File: src/hdl/iwo_pkg.sv
// Shared constants, reset values, register indexes and helper functions
// for the IMU/wheel odometry block. No dependencies.
`default_nettype none

package iwo_pkg;

  // CORDIC rotation count (12..32)
  localparam int CORDIC_STEPS = 24;
  localparam int CNT_W = 6;
  localparam int Z_W = 36;
  localparam int XY_W = 34;

  localparam logic signed [32:0] PI_Q28     = 33'sd843314857;
  localparam logic signed [32:0] TWO_PI_Q28 = 33'sd1686629713;

  localparam logic signed [Z_W-1:0] PI_Q30      = 36'sd3373259426;
  localparam logic signed [Z_W-1:0] TWO_PI_Q30  = 36'sd6746518852;
  localparam logic signed [Z_W-1:0] HALF_PI_Q30 = 36'sd1686629713;
  localparam logic signed [XY_W-1:0] GAIN_Q30   = 34'sd652032874;

  localparam logic [23:0]        DPR_RST     = 24'd3162431;
  localparam logic signed [31:0] START_X_RST = 32'sd0;
  localparam logic signed [31:0] START_Y_RST = 32'sd0;
  localparam logic signed [31:0] START_H_RST = -32'sd26353589;

  localparam logic [1:0] REG_DPR     = 2'd0;
  localparam logic [1:0] REG_START_X = 2'd1;
  localparam logic [1:0] REG_START_Y = 2'd2;
  localparam logic [1:0] REG_START_H = 2'd3;

  // arctan(2^-i) in Q1.30, truncated
  function automatic logic [31:0] atan_q30(input logic [4:0] i);
    logic [31:0] v;
    case (i)
      5'd0:  v = 32'h3243F6A8;
      5'd1:  v = 32'h1DAC6705;
      5'd2:  v = 32'h0FADBAFC;
      5'd3:  v = 32'h07F56EA6;
      5'd4:  v = 32'h03FEAB76;
      5'd5:  v = 32'h01FFD55B;
      5'd6:  v = 32'h00FFFAAA;
      5'd7:  v = 32'h007FFF55;
      5'd8:  v = 32'h003FFFEA;
      5'd9:  v = 32'h001FFFFD;
      5'd10: v = 32'h000FFFFF;
      5'd11: v = 32'h0007FFFF;
      5'd12: v = 32'h0003FFFF;
      5'd13: v = 32'h0001FFFF;
      5'd14: v = 32'h0000FFFF;
      5'd15: v = 32'h00007FFF;
      5'd16: v = 32'h00003FFF;
      5'd17: v = 32'h00001FFF;
      5'd18: v = 32'h00000FFF;
      5'd19: v = 32'h000007FF;
      5'd20: v = 32'h000003FF;
      5'd21: v = 32'h000001FF;
      5'd22: v = 32'h000000FF;
      5'd23: v = 32'h0000007F;
      5'd24: v = 32'h0000003F;
      5'd25: v = 32'h0000001F;
      5'd26: v = 32'h0000000F;
      5'd27: v = 32'h00000008;
      5'd28: v = 32'h00000004;
      5'd29: v = 32'h00000002;
      5'd30: v = 32'h00000001;
      default: v = 32'h00000000;
    endcase
    return v;
  endfunction

  // clip to signed 32-bit range, flag in the top bit
  function automatic logic [32:0] clip32(input logic signed [39:0] v);
    logic [32:0] r;
    if (v > 40'sd2147483647) r = {1'b1, 32'h7FFFFFFF};
    else if (v < -40'sd2147483648) r = {1'b1, 32'h80000000};
    else r = {1'b0, v[31:0]};
    return r;
  endfunction

  // clip a body-frame step to +-(2^31-1), flag in the top bit
  function automatic logic [32:0] clip_step(input logic signed [51:0] v);
    logic [32:0] r;
    if (v > 52'sd2147483647) r = {1'b1, 32'h7FFFFFFF};
    else if (v < -52'sd2147483647) r = {1'b1, 32'h80000001};
    else r = {1'b0, v[31:0]};
    return r;
  endfunction

endpackage

`default_nettype wire

File: src/hdl/iwo_cordic.sv
// Iterative sine/cosine unit: modulo-2pi reduction, quadrant fold and a
// rotation-mode CORDIC, one step per cycle. Depends on iwo_pkg.
`default_nettype none

module iwo_cordic (
  input  wire logic                            clk,
  input  wire logic                            rst_n,
  input  wire logic                            start,
  input  wire logic signed [31:0]              angle,
  output logic                                 done,
  output logic signed [iwo_pkg::XY_W-1:0]      cos_out,
  output logic signed [iwo_pkg::XY_W-1:0]      sin_out
);

  localparam logic [2:0] C_IDLE = 3'd0;
  localparam logic [2:0] C_MOD  = 3'd1;
  localparam logic [2:0] C_WRAP = 3'd2;
  localparam logic [2:0] C_FOLD = 3'd3;
  localparam logic [2:0] C_ITER = 3'd4;
  localparam logic [2:0] C_FLIP = 3'd5;

  logic [2:0]                         st_r;
  logic [37:0]                        rem_r;
  logic                               neg_r;
  logic [2:0]                         k_r;
  logic signed [iwo_pkg::Z_W-1:0]     z_r;
  logic                               flip_r;
  logic signed [iwo_pkg::XY_W-1:0]    x_r, y_r;
  logic [iwo_pkg::CNT_W-1:0]          cnt_r;
  logic                               done_r;
  logic signed [iwo_pkg::XY_W-1:0]    cos_r, sin_r;

  logic signed [37:0]                 ang64;
  logic [37:0]                        m_sh;
  logic signed [iwo_pkg::Z_W-1:0]     rs;
  logic signed [iwo_pkg::XY_W-1:0]    xs, ys;
  logic signed [iwo_pkg::Z_W-1:0]     at;

  assign ang64 = $signed({angle, 6'b0});
  assign m_sh  = {2'b00, iwo_pkg::TWO_PI_Q30} << k_r;
  assign rs    = neg_r ? -$signed({3'b000, rem_r[32:0]}) : $signed({3'b000, rem_r[32:0]});
  assign xs    = y_r >>> cnt_r[4:0];
  assign ys    = x_r >>> cnt_r[4:0];
  assign at    = $signed({4'b0000, iwo_pkg::atan_q30(cnt_r[4:0])});

  always_ff @(posedge clk) begin
    if (!rst_n) begin
      st_r   <= C_IDLE;
      done_r <= 1'b0;
    end else begin
      case (st_r)
        C_IDLE: begin
          if (start) begin
            rem_r  <= angle[31] ? 38'(-ang64) : 38'(ang64);
            neg_r  <= angle[31];
            k_r    <= 3'd4;
            done_r <= 1'b0;
            st_r   <= C_MOD;
          end
        end
        C_MOD: begin
          if (rem_r >= m_sh) rem_r <= rem_r - m_sh;
          k_r <= k_r - 3'd1;
          if (k_r == 3'd0) st_r <= C_WRAP;
        end
        C_WRAP: begin
          if (rs > iwo_pkg::PI_Q30) z_r <= rs - iwo_pkg::TWO_PI_Q30;
          else if (rs < -iwo_pkg::PI_Q30) z_r <= rs + iwo_pkg::TWO_PI_Q30;
          else z_r <= rs;
          st_r <= C_FOLD;
        end
        C_FOLD: begin
          if (z_r > iwo_pkg::HALF_PI_Q30) begin
            z_r    <= z_r - iwo_pkg::PI_Q30;
            flip_r <= 1'b1;
          end else if (z_r < -iwo_pkg::HALF_PI_Q30) begin
            z_r    <= z_r + iwo_pkg::PI_Q30;
            flip_r <= 1'b1;
          end else begin
            flip_r <= 1'b0;
          end
          x_r   <= iwo_pkg::GAIN_Q30;
          y_r   <= '0;
          cnt_r <= '0;
          st_r  <= C_ITER;
        end
        C_ITER: begin
          if (z_r >= 0) begin
            x_r <= x_r - xs;
            y_r <= y_r + ys;
            z_r <= z_r - at;
          end else begin
            x_r <= x_r + xs;
            y_r <= y_r - ys;
            z_r <= z_r + at;
          end
          cnt_r <= cnt_r + 1'b1;
          if (cnt_r == iwo_pkg::CNT_W'(iwo_pkg::CORDIC_STEPS - 1)) st_r <= C_FLIP;
        end
        C_FLIP: begin
          cos_r  <= flip_r ? -x_r : x_r;
          sin_r  <= flip_r ? -y_r : y_r;
          done_r <= 1'b1;
          st_r   <= C_IDLE;
        end
        default: st_r <= C_IDLE;
      endcase
    end
  end

  assign done    = done_r;
  assign cos_out = cos_r;
  assign sin_out = sin_r;

endmodule

`default_nettype wire

File: config.mk
export PLATFORM = sky130hd
export DESIGN_NAME = iwo_cordic
export DESIGN_NICKNAME = d
export VERILOG_FILES = /design/src/hdl/iwo_pkg.sv /design/src/hdl/iwo_cordic.sv
export SDC_FILE = /design/constraint.sdc
export NUM_CORES = 1
export LEC_CHECK = 0
export BUFFER_PORTS_ARGS = -buffer_cell sky130_fd_sc_hd__buf_2
export CAP_MARGIN = 10
export CORE_UTILIZATION = 59
export CTS_CLUSTER_DIAMETER = 30
export DETAILED_ROUTE_END_ITERATION = 16
export PLACE_DENSITY = 0.79
export SLEW_MARGIN = 20
export SYNTH_ARGS = -nofsm -noshare
export SYNTH_HDL_FRONTEND = slang
export SYNTH_SLANG_ARGS = --single-unit
File: constraint.sdc
create_clock -name clk -period 6.4 [get_ports clk]
set_input_delay 0.32 -clock clk [delete_from_list [all_inputs] [get_ports clk]]
set_output_delay 0.32 -clock clk [all_outputs]
set_load 0.02 [all_outputs]
==> results.cfg <==
[hold_path]
hp-class = in -> reg
holdPathStages = 3
min_from = rst_n
holdPathEnd = done

[route]
firstDrtPassIters = 8
viasPerCell = 6.77
wl_met3_mm = 8.02
wl_met1_mm = 36.5
drt-initial-drc-count = 3127
wirelength_mm = 95.1
top_layer_used = met5
num_vias = 28700
wire_per_inst_um = 22.5
ant_nets = 0
drc = 0
wl_met2_mm = 45.2

[clock_tree]
cts_root_buffer = clkbuf_16
cts_buffers = 68
clock_latency_ns = 0.60
clk_pin_slew_ns = 0.04
clkSinkCount = 253
htreeDepth = 3
cts_tree = yes
cts_buffer_depth = 3

[critical_path]
ff2ff_setup_slack_ns = 0.10
path_common_cell = a21o_1
critPathSlowestCell = mux4_2
r2r_end = y_r[27]
end_kind = register
arrival_ns = 6.60
r2r_cells = 25
required_ns = 6.70
r2r-start = cnt_r[0]
cp-start-kind = register
crit_type = reg -> reg
critPathMaxStageDelay_ns = 0.54
crit_path_max_fanout = 8

[place]
port_buffers = 103
hpwlAfterDp_mm = 70.3
placed_cell_area_mm2 = 0.0309
gp_congestion = 1.00

[final_layout]
fin_area_mm2 = 0.0335
fin_util_pct = 68.6
layout_common_cells = 298 x nand2_1, 280 x nor2_1, 245 x o21ai_0, 241 x a21oi_1, 238 x xnor2_1
layout.cells.most_common = nand2_1
drive_gt1_share_pct = 15.8
syn2layout_area_growth_pct = 14.8
layout.nets = 3751

[synthesis]
ys_ff_latch = 253
synth_cells = 3366
synth_ff_type = edfxtp_1
syn_nets = 3599
synth-seq-area-share_pct = 24.9
synth_area_per_cell_um2 = 8.67
syn-cell-area_mm2 = 0.0292
synth-edff-count = 219
ys.warnings.count = 0
async_reset_ff_share_pct = 0
synth.distinct_cells = 92

[floorplan]
io_pins = 104
die_x_um = 224
rows = 81
core-area_mm2 = 0.0488
dieArea_mm2 = 0.0504
start_util_pct = 59.7
die_height_um = 224

[grt]
track_usage_pct = 37.1
grt_pass1_wl_mm = 149
antenna_found_initial = 3
grt_max_degree = 69
gr-total-overflow = 0
grt_pass1_vias = 27700

[timing]
fmax_ghz = 0.159
post-route-period-util_pct = 98.4
final_hold_viol_count = 0
setup_viol = 0
max_slew.worst_pin.slew_ns = 0.962
fin_skew_ns = 0.0293
layout_min_cycle_time_ns = 6.30
max_slew_margin_pct = 35.4
drv_slew = 0

[power_and_ir_drop]
p_int_uw = 4620
pwr-share-seq_pct = 30.0
powerDensity_mw_per_mm2 = 192
total_power_uw = 6410
p_clk_share_pct = 53.9
p_sw_uw = 1800
power_frac_comb_pct = 16.1
ir_drop_mv = 0.226
power.leakage_uw = 0.0133
p_sw_share_pct = 28.0

[job]
max_cap_viol_count = 0

[status]
status = complete, no violations
==> metal layers <==
layer,track usage (%),vias up
met3,6.28,344
met4,20.7,2
met2,62.1,1584
met5,0,-
li1,-,13100
met1,45.4,13700
==> stage by stage <==
| stage | setup slack (ns) | TNS [ns] | instances | hold WS [ns] |
|---|---|---|---|---|
| 4_1_cts | 0.0434 | 0 | 4221 | 0.0552 |
| 5_1_grt | -0.0396 | -0.0637 | 4235 | 0.0964 |
| 3_3_place_gp | -0.0417 | -0.0417 | 4099 | 0.587 |
| 3_5_place_dp | -0.0781 | -0.0781 | 4099 | 0.570 |
| 6_report | 0.101 | 0 | 4235 | 0.0826 |
| 2_1_floorplan | 0.00199 | 0 | 3366 | 0.419 |
==> flip-flops by register name, summed over array words and instances (netlist names), 3 cells and up <==
register  cells
at           30
k_r           3
st_r          3
rem_r        36
cnt_r         6
z_r          36
x_r          34
cos_out      34
sin_out      34
y_r          34
==> timing repair <==
item,CTS,global route
pin swaps,0,5
buffers inserted,0,10
setup endpoints to repair,1,14
gates cloned,0,3
hold buffers,0,0
gates resized for setup,1,31
==> kinds of logic (layout without fill, tap and decap cells) <==
| logic type | Yosys count | after routing | synth area share [%] |
|---|---|---|---|
| AOI/OAI and AO/OA | 1050 | 1050 | 23.6 |
| xor gates and xnor gates | 387 | 387 | 11.6 |
| adders and majority gates | 198 | 198 | 8.59 |
| buffers and inverters | 253 | 457 | 3.53 |
| DFF | 253 | 253 | 24.9 |
| muxes | 169 | 169 | 10.0 |
| other | 0 | 1 | 0 |
| and+or+nand+nor | 1056 | 1056 | 17.8 |
==> final cells by class <==
class / instances / area [um2]
Clock buffer: 77 / 1780
Sequential cell: 253 / 7260
Clock inverter: 45 / 528
Timing Repair Buffer: 252 / 1770
Antenna cell: 1 / 2.50
Tap cell: 664 / 831
Multi-Input combinational cell: 2860 / 21000
Inverter: 83 / 313
Fill cell: 3948 / 15400
==> worst max-delay path by stage <==
| stage | startpoint | endpoint | slack, ns | depth (start not counted) |
|---|---|---|---|---|
| CTS | cnt_r[0] | x_r[33] | 0.04 | 19 |
| global route | cnt_r[0] | y_r[27] | -0.04 | 25 |
| global placement | cnt_r[0] | x_r[33] | -0.04 | 22 |
| detailed placement | cnt_r[0] | x_r[33] | -0.08 | 19 |
| finish | cnt_r[0] | y_r[27] | 0.10 | 25 |
| floorplan | cnt_r[0] | y_r[29] | 0.002 | 29 |
==> synth_stat cells, types with 29 or more instances <==
master    number  share of area (%)
nand2_1      299                3.8
nor2_1       280                3.6
o21ai_0      251                4.3
a21oi_1      243                4.2
xnor2_1      238                7.1
edfxtp_1     219                 23
ha_1         194                8.3
xor2_1       148                4.4
clkbuf_1     119                1.5
a21o_1       117                3.0
mux4_2        91                7.0
inv_1         80                1.0
nor3_1        69                1.2
o31ai_1       65                1.7
nand3_1       61                1.0
nand2b_1      49                1.1
mux2i_1       45                1.5
a31oi_1       37               0.79
nor2b_1       37               0.79
o21a_1        36               0.93
or3_1         35               0.75
dfxtp_1       34                2.3
and3_1        30               0.64
or4_1         30               0.77
a211oi_1      29               0.75
mux2_2        29                1.1
==> power groups by stage <==
| stage | sequential, uW | combinational (uW) | clock (uW) |
|---|---|---|---|
| 2_1_floorplan | 1900 | 787 | 0 |
| 3_3_place_gp | 1940 | 973 | 0 |
| 3_5_place_dp | 1950 | 1000 | 0 |
| 4_1_cts | 1920 | 1010 | 3480 |
| 5_1_grt | 1930 | 1130 | 3570 |
| 6_report | 1920 | 1030 | 3460 |
==> critical path: cells and delay by family, from the launching register on <==
family / cells / cell delay (ns)
compound gates: 9 / 1.51
xor+xnor: 1 / 0.13
fa+ha+maj: 1 / 0.35
buf+inv: 3 / 0.44
flops: 1 / 0.44
mux: 3 / 1.35
simple gates: 8 / 1.78
(Power assumes the default switching activity.)
